**config.mk**
```make
export PLATFORM = sky130hd
export DESIGN_NAME = rect_gap_distance_top_flat
export DESIGN_NICKNAME = d
export VERILOG_FILES = /design/src/rtl/core/rgd_pkg.sv /design/src/rtl/core/rgd_if.sv /design/src/rtl/core/rgd_front.sv /design/src/rtl/core/rgd_queue.sv /design/src/rtl/core/rgd_back.sv /design/src/rtl/core/rect_gap_distance_top.sv /design/src/flat_wrapper.sv
export SDC_FILE = /design/constraint.sdc
export NUM_CORES = 2
export LEC_CHECK = 0
export BUFFER_PORTS_ARGS = -buffer_cell sky130_fd_sc_hd__buf_2
export CORE_ASPECT_RATIO = 1.25
export CORE_MARGIN = 4
export CORE_UTILIZATION = 30
export DETAILED_ROUTE_END_ITERATION = 6
export GPL_TIMING_DRIVEN = 0
export PLACE_DENSITY = 0.47
export SETUP_SLACK_MARGIN = 0.1
export SYNTH_ARGS = -nofsm -noshare
export SYNTH_HDL_FRONTEND = slang
export SYNTH_SLANG_ARGS = --single-unit
```
**constraint.sdc**
```tcl
create_clock -name clk_i -period 62.3 [get_ports clk_i]
set_clock_uncertainty 0.2 [all_clocks]
set_input_delay 9.345 -clock clk_i [delete_from_list [all_inputs] [get_ports clk_i]]
set_output_delay 9.345 -clock clk_i [all_outputs]
set_load 0.01 [all_outputs]
```
**src/rtl/core/rgd_pkg.sv**
```systemverilog
// Shared constants and types for the rectangle gap distance block.
package rgd_pkg;

  // Queue between the gap front end and the square root back end.
  localparam int unsigned QUEUE_AW    = 2;
  localparam int unsigned QUEUE_DEPTH = 1 << QUEUE_AW;

  // Queue occupancy flags seen by both neighbors.
  typedef struct packed {
    logic full;
    logic empty;
  } q_stat_t;

endpackage

```
**src/rtl/core/rgd_if.sv**
```systemverilog
// Valid/ready channel interfaces for rectangle pairs and gap results.
interface rgd_in_if #(
  parameter int unsigned COORD_BITS = 16
) ();
  logic                         valid;
  logic                         ready;
  logic signed [COORD_BITS-1:0] first_left;
  logic signed [COORD_BITS-1:0] first_top;
  logic        [COORD_BITS-2:0] first_extent_x;
  logic        [COORD_BITS-2:0] first_extent_y;
  logic signed [COORD_BITS-1:0] second_left;
  logic signed [COORD_BITS-1:0] second_top;
  logic        [COORD_BITS-2:0] second_extent_x;
  logic        [COORD_BITS-2:0] second_extent_y;

  modport source (
    output valid, first_left, first_top, first_extent_x, first_extent_y,
           second_left, second_top, second_extent_x, second_extent_y,
    input  ready
  );
  modport sink (
    input  valid, first_left, first_top, first_extent_x, first_extent_y,
           second_left, second_top, second_extent_x, second_extent_y,
    output ready
  );
endinterface

interface rgd_out_if #(
  parameter int unsigned COORD_BITS = 16,
  parameter int unsigned FRAC_BITS  = 8
) ();
  logic                                valid;
  logic                                ready;
  logic [COORD_BITS-1:0]               gap_x;
  logic [COORD_BITS-1:0]               gap_y;
  logic [COORD_BITS+FRAC_BITS:0]       distance;

  modport source (output valid, gap_x, gap_y, distance, input ready);
  modport sink   (input valid, gap_x, gap_y, distance, output ready);
endinterface

```
**src/rtl/core/rgd_front.sv**
```systemverilog
// Front end: accepts rectangle pairs, forms per-axis gaps and their squares.
module rgd_front #(
  parameter int unsigned COORD_BITS = 16
) (
  input  logic                      clk_i,
  input  logic                      rst_ni,
  rgd_in_if.sink                    in_i,
  input  rgd_pkg::q_stat_t          q_stat_i,
  output logic                      push_o,
  output logic [COORD_BITS-1:0]     gap_x_o,
  output logic [COORD_BITS-1:0]     gap_y_o,
  output logic [2*COORD_BITS:0]     sum_o
);
  localparam int unsigned DW = COORD_BITS + 2;
  localparam int unsigned GW = COORD_BITS;
  localparam int unsigned QW = 2 * COORD_BITS;

  logic signed [DW-1:0] dx_lo, dx_hi, dy_lo, dy_hi;
  logic [GW-1:0] gx_d, gy_d;
  logic          v1_q, v2_q;
  logic [GW-1:0] gx1_q, gy1_q, gx2_q, gy2_q;
  logic [QW-1:0] sqx_q, sqy_q;
  logic          s2_adv;
  logic          in_take;

  // Gap is max(0, b - a - wa, a - b - wb); at most one term is positive.
  always_comb begin
    dx_hi = DW'(in_i.second_left) - DW'(in_i.first_left) - $signed(DW'(in_i.first_extent_x));
    dx_lo = DW'(in_i.first_left) - DW'(in_i.second_left) - $signed(DW'(in_i.second_extent_x));
    dy_hi = DW'(in_i.second_top) - DW'(in_i.first_top) - $signed(DW'(in_i.first_extent_y));
    dy_lo = DW'(in_i.first_top) - DW'(in_i.second_top) - $signed(DW'(in_i.second_extent_y));
    if (dx_hi > 0) begin
      gx_d = dx_hi[GW-1:0];
    end else if (dx_lo > 0) begin
      gx_d = dx_lo[GW-1:0];
    end else begin
      gx_d = '0;
    end
    if (dy_hi > 0) begin
      gy_d = dy_hi[GW-1:0];
    end else if (dy_lo > 0) begin
      gy_d = dy_lo[GW-1:0];
    end else begin
      gy_d = '0;
    end
  end

  assign push_o     = v2_q && !q_stat_i.full;
  assign s2_adv     = !v2_q || push_o;
  assign in_i.ready = !v1_q || s2_adv;
  assign in_take    = in_i.valid && in_i.ready;

  always_ff @(posedge clk_i or negedge rst_ni) begin
    if (!rst_ni) begin
      v1_q <= 1'b0;
      v2_q <= 1'b0;
    end else begin
      if (in_i.ready) begin
        v1_q <= in_i.valid;
      end
      if (s2_adv) begin
        v2_q <= v1_q;
      end
    end
  end

  always_ff @(posedge clk_i) begin
    if (in_take) begin
      gx1_q <= gx_d;
      gy1_q <= gy_d;
    end
    if (s2_adv && v1_q) begin
      gx2_q <= gx1_q;
      gy2_q <= gy1_q;
      sqx_q <= QW'(gx1_q) * QW'(gx1_q);
      sqy_q <= QW'(gy1_q) * QW'(gy1_q);
    end
  end

  assign gap_x_o = gx2_q;
  assign gap_y_o = gy2_q;
  assign sum_o   = (QW + 1)'(sqx_q) + (QW + 1)'(sqy_q);

endmodule

```
**src/rtl/core/rgd_queue.sv**
```systemverilog
// Small word queue that decouples the gap front end from the root back end.
module rgd_queue #(
  parameter int unsigned W = 8
) (
  input  logic             clk_i,
  input  logic             rst_ni,
  input  logic             push_i,
  input  logic [W-1:0]     push_data_i,
  input  logic             pop_i,
  output logic [W-1:0]     pop_data_o,
  output rgd_pkg::q_stat_t stat_o
);
  localparam int unsigned AW = rgd_pkg::QUEUE_AW;

  logic [W-1:0] mem_q [rgd_pkg::QUEUE_DEPTH];
  logic [AW-1:0] wr_q, rd_q;
  logic [AW:0]   cnt_q;

  always_ff @(posedge clk_i or negedge rst_ni) begin
    if (!rst_ni) begin
      wr_q  <= '0;
      rd_q  <= '0;
      cnt_q <= '0;
    end else begin
      if (push_i) begin
        wr_q <= wr_q + AW'(1);
      end
      if (pop_i) begin
        rd_q <= rd_q + AW'(1);
      end
      if (push_i && !pop_i) begin
        cnt_q <= cnt_q + (AW + 1)'(1);
      end else if (pop_i && !push_i) begin
        cnt_q <= cnt_q - (AW + 1)'(1);
      end
    end
  end

  always_ff @(posedge clk_i) begin
    if (push_i) begin
      mem_q[wr_q] <= push_data_i;
    end
  end

  assign pop_data_o   = mem_q[rd_q];
  assign stat_o.full  = (cnt_q == (AW + 1)'(rgd_pkg::QUEUE_DEPTH));
  assign stat_o.empty = (cnt_q == '0);

`ifndef ASSERT_OFF
  a_cnt_bound: assert property (@(posedge clk_i) disable iff (!rst_ni)
    cnt_q <= (AW + 1)'(rgd_pkg::QUEUE_DEPTH))
    else $error("queue count past depth");
  a_no_overflow: assert property (@(posedge clk_i) disable iff (!rst_ni)
    push_i |-> !stat_o.full)
    else $error("push into full queue");
  a_no_underflow: assert property (@(posedge clk_i) disable iff (!rst_ni)
    pop_i |-> !stat_o.empty)
    else $error("pop from empty queue");
`endif

endmodule

```
**src/rtl/core/rgd_back.sv**
```systemverilog
// Back end: pipelined restoring square root, one root bit per stage.
module rgd_back #(
  parameter int unsigned COORD_BITS = 16,
  parameter int unsigned FRAC_BITS  = 8
) (
  input  logic                      clk_i,
  input  logic                      rst_ni,
  input  rgd_pkg::q_stat_t          q_stat_i,
  input  logic [COORD_BITS-1:0]     gap_x_i,
  input  logic [COORD_BITS-1:0]     gap_y_i,
  input  logic [2*COORD_BITS:0]     sum_i,
  output logic                      pop_o,
  rgd_out_if.source                 out_o
);
  localparam int unsigned GW    = COORD_BITS;
  localparam int unsigned RB    = COORD_BITS + FRAC_BITS + 1;
  localparam int unsigned RW    = 2 * RB;
  localparam int unsigned REM_W = RB + 2;

  logic             en;
  logic [RB-1:0]    vld_q;
  logic [REM_W-1:0] rem_q  [RB];
  logic [RB-1:0]    root_q [RB];
  logic [RW-1:0]    rad_q  [RB];
  logic [GW-1:0]    gx_q   [RB];
  logic [GW-1:0]    gy_q   [RB];

  logic [REM_W-1:0] rem_in  [RB];
  logic [RB-1:0]    root_in [RB];
  logic [RW-1:0]    rad_in  [RB];
  logic [GW-1:0]    gx_in   [RB];
  logic [GW-1:0]    gy_in   [RB];
  logic [REM_W-1:0] rem_sh  [RB];
  logic [REM_W-1:0] trial   [RB];
  logic [REM_W-1:0] rem_d   [RB];
  logic [RB-1:0]    root_d  [RB];

  // Whole pipe moves together; last stage is the output register.
  assign en    = !vld_q[RB-1] || out_o.ready;
  assign pop_o = en && !q_stat_i.empty;

  always_comb begin
    for (int k = 0; k < RB; k++) begin
      if (k == 0) begin
        rem_in[k]  = '0;
        root_in[k] = '0;
        rad_in[k]  = RW'(sum_i) << (2 * FRAC_BITS);
        gx_in[k]   = gap_x_i;
        gy_in[k]   = gap_y_i;
      end else begin
        rem_in[k]  = rem_q[k-1];
        root_in[k] = root_q[k-1];
        rad_in[k]  = rad_q[k-1];
        gx_in[k]   = gx_q[k-1];
        gy_in[k]   = gy_q[k-1];
      end
      rem_sh[k] = {rem_in[k][REM_W-3:0], rad_in[k][RW-1 -: 2]};
      trial[k]  = {root_in[k], 2'b01};
      if (rem_sh[k] >= trial[k]) begin
        rem_d[k]  = rem_sh[k] - trial[k];
        root_d[k] = {root_in[k][RB-2:0], 1'b1};
      end else begin
        rem_d[k]  = rem_sh[k];
        root_d[k] = {root_in[k][RB-2:0], 1'b0};
      end
    end
  end

  always_ff @(posedge clk_i or negedge rst_ni) begin
    if (!rst_ni) begin
      vld_q <= '0;
    end else if (en) begin
      vld_q <= {vld_q[RB-2:0], !q_stat_i.empty};
    end
  end

  always_ff @(posedge clk_i) begin
    if (en) begin
      for (int k = 0; k < RB; k++) begin
        rem_q[k]  <= rem_d[k];
        root_q[k] <= root_d[k];
        rad_q[k]  <= {rad_in[k][RW-3:0], 2'b00};
        gx_q[k]   <= gx_in[k];
        gy_q[k]   <= gy_in[k];
      end
    end
  end

  assign out_o.valid    = vld_q[RB-1];
  assign out_o.distance = root_q[RB-1];
  assign out_o.gap_x    = gx_q[RB-1];
  assign out_o.gap_y    = gy_q[RB-1];

`ifndef ASSERT_OFF
  a_stage_moves: assert property (@(posedge clk_i) disable iff (!rst_ni)
    (vld_q[0] && en) |=> vld_q[1])
    else $error("word lost between root stages");
  a_stall_holds: assert property (@(posedge clk_i) disable iff (!rst_ni)
    !en |=> $stable(vld_q))
    else $error("root pipe moved while stalled");
  a_out_holds: assert property (@(posedge clk_i) disable iff (!rst_ni)
    (out_o.valid && !out_o.ready) |=> (out_o.valid && $stable(out_o.distance)))
    else $error("output word changed while stalled");
`endif

endmodule

```
**src/rtl/core/rect_gap_distance_top.sv**
```systemverilog
// Top level of the rectangle gap distance block.
//
// Usage:
//   in_i  (sink): one word is a pair of axis-aligned rectangles, each a signed
//         left and top edge and an unsigned width and height.
//   out_o (source): one word per input word, in order: the horizontal and
//         vertical gap (zero when the rectangles overlap or touch) and the
//         gap vector length, floor(sqrt(gx^2 + gy^2) * 2^FRAC_BITS).
// Structure: a two-stage front end (gaps, then squares) feeds a 4-word queue;
//   the back end is a square root pipeline of COORD_BITS+FRAC_BITS+1 stages,
//   one root bit per stage, whose last stage is the output register.
// Path: the accept loads the gap stage, then a word moves through the square
//   stage, the queue and the root stages in turn to the output register.
// Throughput: one word per cycle, with no bubbles while out_o.ready is high.
// Stall: a low out_o.ready with a word in the output register freezes the
//   root pipeline; the queue and front stages keep taking words until the
//   queue and both front stages are full, then in_i.ready drops.
// Reset: asynchronous, active low; clears all valid flags and queue
//   pointers, so no word is in flight afterward. No configuration.
module rect_gap_distance_top #(
  parameter int unsigned COORD_BITS = 16,
  parameter int unsigned FRAC_BITS  = 8
) (
  input  logic      clk_i,
  input  logic      rst_ni,
  rgd_in_if.sink    in_i,
  rgd_out_if.source out_o
);
  // Queue word: gap_x, gap_y and the sum of squares.
  localparam int unsigned SW = 2 * COORD_BITS + 1;
  localparam int unsigned QW = 2 * COORD_BITS + SW;

  rgd_pkg::q_stat_t        q_stat;
  logic                    push, pop;
  logic [COORD_BITS-1:0]   f_gap_x, f_gap_y, b_gap_x, b_gap_y;
  logic [SW-1:0]           f_sum, b_sum;
  logic [QW-1:0]           q_wdata, q_rdata;

  rgd_front #(
    .COORD_BITS (COORD_BITS)
  ) u_front (
    .clk_i    (clk_i),
    .rst_ni   (rst_ni),
    .in_i     (in_i),
    .q_stat_i (q_stat),
    .push_o   (push),
    .gap_x_o  (f_gap_x),
    .gap_y_o  (f_gap_y),
    .sum_o    (f_sum)
  );

  assign q_wdata = {f_gap_x, f_gap_y, f_sum};

  rgd_queue #(
    .W (QW)
  ) u_queue (
    .clk_i       (clk_i),
    .rst_ni      (rst_ni),
    .push_i      (push),
    .push_data_i (q_wdata),
    .pop_i       (pop),
    .pop_data_o  (q_rdata),
    .stat_o      (q_stat)
  );

  assign {b_gap_x, b_gap_y, b_sum} = q_rdata;

  rgd_back #(
    .COORD_BITS (COORD_BITS),
    .FRAC_BITS  (FRAC_BITS)
  ) u_back (
    .clk_i    (clk_i),
    .rst_ni   (rst_ni),
    .q_stat_i (q_stat),
    .gap_x_i  (b_gap_x),
    .gap_y_i  (b_gap_y),
    .sum_i    (b_sum),
    .pop_o    (pop),
    .out_o    (out_o)
  );

endmodule
```
**src/flat_wrapper.sv**
```systemverilog
// flat-port wrapper written by rule: the top's interface ports become plain ports
module rect_gap_distance_top_flat 
#(
  parameter int unsigned COORD_BITS = 16,
  parameter int unsigned FRAC_BITS  = 8
)
  (clk_i, rst_ni, in_i_valid, in_i_first_left, in_i_first_top, in_i_first_extent_x, in_i_first_extent_y, in_i_second_left, in_i_second_top, in_i_second_extent_x, in_i_second_extent_y, in_i_ready, out_o_valid, out_o_gap_x, out_o_gap_y, out_o_distance, out_o_ready);
  rgd_in_if #(.COORD_BITS(COORD_BITS)) in_i_i ();
  rgd_out_if #(.COORD_BITS(COORD_BITS), .FRAC_BITS(FRAC_BITS)) out_o_i ();
  input  logic clk_i;
  input  logic rst_ni;
  input wire logic [$bits(in_i_i.valid)-1:0] in_i_valid;
  input wire logic [$bits(in_i_i.first_left)-1:0] in_i_first_left;
  input wire logic [$bits(in_i_i.first_top)-1:0] in_i_first_top;
  input wire logic [$bits(in_i_i.first_extent_x)-1:0] in_i_first_extent_x;
  input wire logic [$bits(in_i_i.first_extent_y)-1:0] in_i_first_extent_y;
  input wire logic [$bits(in_i_i.second_left)-1:0] in_i_second_left;
  input wire logic [$bits(in_i_i.second_top)-1:0] in_i_second_top;
  input wire logic [$bits(in_i_i.second_extent_x)-1:0] in_i_second_extent_x;
  input wire logic [$bits(in_i_i.second_extent_y)-1:0] in_i_second_extent_y;
  output wire logic [$bits(in_i_i.ready)-1:0] in_i_ready;
  output wire logic [$bits(out_o_i.valid)-1:0] out_o_valid;
  output wire logic [$bits(out_o_i.gap_x)-1:0] out_o_gap_x;
  output wire logic [$bits(out_o_i.gap_y)-1:0] out_o_gap_y;
  output wire logic [$bits(out_o_i.distance)-1:0] out_o_distance;
  input wire logic [$bits(out_o_i.ready)-1:0] out_o_ready;
  assign in_i_i.valid = in_i_valid;
  assign in_i_i.first_left = in_i_first_left;
  assign in_i_i.first_top = in_i_first_top;
  assign in_i_i.first_extent_x = in_i_first_extent_x;
  assign in_i_i.first_extent_y = in_i_first_extent_y;
  assign in_i_i.second_left = in_i_second_left;
  assign in_i_i.second_top = in_i_second_top;
  assign in_i_i.second_extent_x = in_i_second_extent_x;
  assign in_i_i.second_extent_y = in_i_second_extent_y;
  assign in_i_ready = in_i_i.ready;
  assign out_o_valid = out_o_i.valid;
  assign out_o_gap_x = out_o_i.gap_x;
  assign out_o_gap_y = out_o_i.gap_y;
  assign out_o_distance = out_o_i.distance;
  assign out_o_i.ready = out_o_ready;
  rect_gap_distance_top #(.COORD_BITS(COORD_BITS), .FRAC_BITS(FRAC_BITS)) u_core (.clk_i(clk_i), .rst_ni(rst_ni), .in_i(in_i_i), .out_o(out_o_i));
endmodule
```
==> metrics.md <==
| Metric | Value |
|---|---|
| Largest net degree at the start of global routing | `approximately 190` |
| Core area | `around 0.39 mm^2` |
| Setup TNS Final | `0 ns` |
| Wire per inst | `about 16 um` |
| Starting Density | `between 30 and 40%` |
| Hold Crit Class | `register to register` |
| Overall Global Routing Usage | `a little under an eighth` |
| Number of synthesized flops with an enable pin | `around 2300` |
| Met1 Use GR | `a little over a tenth` |
| Fin crit share | `21.37%` |
| CP startpoint kind | `input pin` |
| Total die area | `~0.4 mm^2` |
| Worst-Skew Late Latency | `about 0.87 ns` |
| Crit. path cell count | `9` |
| Mapped Cells | `about 8500` |
| Vias per inst | `4.474` |
| Synthesized flop and latch total | `approximately 2400` |
| Postcts setup bufs | `0` |
| IO Pins | `187` |
| First-pass GRT wire length | `360500 um` |
| Total number of vias | `around 64000` |
| Routed Antenna Nets | `0` |
| Slew Viols, Final | `0` |
| GRT busiest layer | `met2` |
| Vias in the first global route | `69836` |
| Worst Max-Slew Pin Slew | `~1.3 ns` |
| Slowest stage delay, CP | `0.61 ns` |
| Final hold slack | `0.1947 ns` |
| Most used cell, CP | `buf_16` |
| DR iter-0 viols | `approximately 3000` |
| # setup viols final | `0` |
| Final non-filler cell total | `roughly 14000` |
| Met2 Track Usage GR | `a little under a quarter` |
| Yosys top cell by area | `edfxtp_1` |
| Root Driver | `clkbuf_16` |
| Clock Tree Buf Depth | `4` |
| Cell breakdown of the critical path | `buf_2 > nand2b_1 > clkbuf_1 > buf_16 > buf_16 > buf_16 > buf_16 > buf_16 > buf_16` |
| Hold path depth | `0` |
| DRT Pass-1 Iters | `5` |
| Max Cap Violations | `0` |
| CP Capture Type | `register` |
| Slowest stage cell, crit path | `buf_16` |
| Yosys warns | `0` |
| Synth top area cells | `edfxtp_1 60%, ha_1 7.0%, fa_1 6.8%` |
| GPL Wtd Cong | `~0.90` |
| F_max | `75.10 MHz` |
| CTS Sinks | `2370` |
| Worst Path Arrival | `between 10 and 15 ns` |
| Chip width | `564.3 um` |
| CTS Buf Count | `267` |
| Global route overflow | `0` |
| H-tree levels | `5` |
| Initial antenna violation count | `2` |
| Peak fanout along the critical path | `about 180` |
| Hpwl dp | `roughly 160000 um` |
| Share of cells above drive strength 1 | `under 10%` |
| Buffers on Ports | `approximately 190` |
| Nets@finish | `about 10000` |
| Commonest non-fill, non-tap cells in the layout | `2336 x edfxtp_1, 1128 x inv_1, 653 x ha_1` |
| Cell variety after synth | `between 90 and 100` |
| Reg clk slew, reported paths | `roughly 0.060 ns` |
| Crit Path Category | `input pin to register` |
| Top_reg_cell synth | `edfxtp_1` |
| Hold-fix buffers, CTS | `0` |
| Outcome | `finished, final reports clean` |
| Met3 Track Usage GR | `between 1.5 and 2%` |
| Clock period minus worst slack | `roughly 13 ns` |
| Syn avg cell area | `13.73 um^2` |
| Delay-heaviest family, CP | `buffers and inverters` |
| Worst-case reg-to-reg path depth | `26` |
| Synthesized area | `approximately 0.12 mm^2` |
| Row cnt | `between 200 and 300` |
| Area Growth Syn to Fin | `13.91%` |
| Final hold violation count | `0` |
| Post-CTS Resized | `0` |
| Buffers and inverters on the worst path | `8` |
| Cells after DPL | `~14000` |
| Sequential cell area fraction in the yosys report | `between 60 and 70%` |
| Critical Path RT | `~63 ns` |
| Residual DRC | `0` |
| Post-synthesis async set-or-reset flop share | `~1.4%` |
| TritonCTS clock tree | `done` |
| RSZ-0062 raised after global routing | `false` |
| Commonest non-fill, non-tap cell in the layout | `edfxtp_1` |
| Area share of the largest cell type after synthesis | `roughly three fifths` |
| Chip Height | `703.3 um` |
| Worst relative slew slack | `under 10%` |
| Drt total wl | `226500 um` |
## path summary, 6_finish.rpt
| path | startpoint | endpoint | slack [ns] |
|---|---|---|---|
| setup reg to reg | u_core.u_front.gy1_q[1] | u_core.u_front.sqy_q[31] | 54.09 |
| setup / recovery | out_o_ready | u_core.u_back.rem_q[2][87] | 48.99 |
| hold / removal | u_core.u_back.gy_q[0][188] | u_core.u_back.gy_q[0][204] | 0.19 |
| max in group asynchronous | rst_ni | u_core.u_queue.rd_q[1] | 52.87 |
| min in group asynchronous | rst_ni | u_core.u_back.vld_q[23] | 8.41 |
| hold reg to reg | u_core.u_back.gy_q[0][188] | u_core.u_back.gy_q[0][204] | 0.19 |
## flip-flops by register name (all words and copies together) (netlist names), 16 cells and up
register and count:
u_core.u_queue.mem_q 260, u_core.u_front.gx1_q 16, u_core.u_front.gap_x_o 16, u_core.u_back.rad_q 272, u_core.u_front.gap_y_o 16, u_core.u_front.gy1_q 16
u_core.u_front.sqy_q 30, u_core.u_back.gx_q 400, u_core.u_back.gy_q 400, u_core.u_front.sqx_q 30, u_core.u_back.vld_q 25, u_core.u_back.root_q 325
u_core.u_back.rem_q 555
## per-stage QoR
step                worst slack [ns]  util (%)  cell area [um^2]
global route                   48.65     34.30            132200
CTS                            48.98     34.29            132200
floorplan                     0.1825         -            116100
detailed placement             48.04     32.18            124000
finish                         48.99     34.30            132200
global placement              -19.94     32.02            123400
## metal layers
metal	vias to the layer above	routed length, um
li1	31066	-
met1	31363	78290
met2	885	130300
met3	509	7305
met4	0	10640
met5	-	0
## cells in the mapped netlist (9+ instances only)
cell type     n
a2111oi_0    10
a211o_1      11
a211oi_1     27
a21boi_0     22
a21o_1      133
a21oi_1     352
a31o_2       10
a31oi_1      26
and2_1      109
and3_1       37
and4_1        9
buf_1        10
clkbuf_1    108
dfrtp_1      34
edfxtp_1   2336
fa_1        394
ha_1        653
inv_1      1128
mux2_1        9
mux2_2       90
mux2i_1      31
mux4_2       65
nand2_1     557
nand2b_1    111
nand3_1      94
nand3b_1     11
nand4_1      44
nand4b_1     15
nor2_1      399
nor2b_1      65
nor3_1      156
nor4_1       59
o211ai_1     26
o21a_1       93
o21ai_0     321
o21bai_1     36
o31a_1       12
o31ai_1      42
o41ai_1      12
or2_2        33
or3_1        53
or4_1        20
xnor2_1     320
xor2_1      238
## cells by family after synthesis
| kind of cell | after synthesis | share of synthesized area [%] |
|---|---|---|
| AOI/OAI and AO/OA | 1227 | 6.658 |
| xor gates and xnor gates | 558 | 4.212 |
| adders and majority gates | 1047 | 13.84 |
| buffers and inverters | 1253 | 4.069 |
| DFF | 2370 | 61.18 |
| muxes | 195 | 2.490 |
| other | 1 | 0.003232 |
| and+or+nand+nor | 1803 | 7.546 |
## final cells by class
class / count / area, um^2
Clock buffer: 332 / 7049
Sequential cell: 2370 / 71000
Timing Repair Buffer: 207 / 1486
Clock inverter: 129 / 1121
Buffer: 123 / 505.5
Fill cell: 37826 / 253200
Multi-Input combinational cell: 4833 / 40350
Inverter: 1130 / 4242
Antenna cell: 1 / 2.502
Tap cell: 5140 / 6431
Power is not shown: default switching activity piles up to over one toggle a cycle in this logic, so the estimate is an artifact.
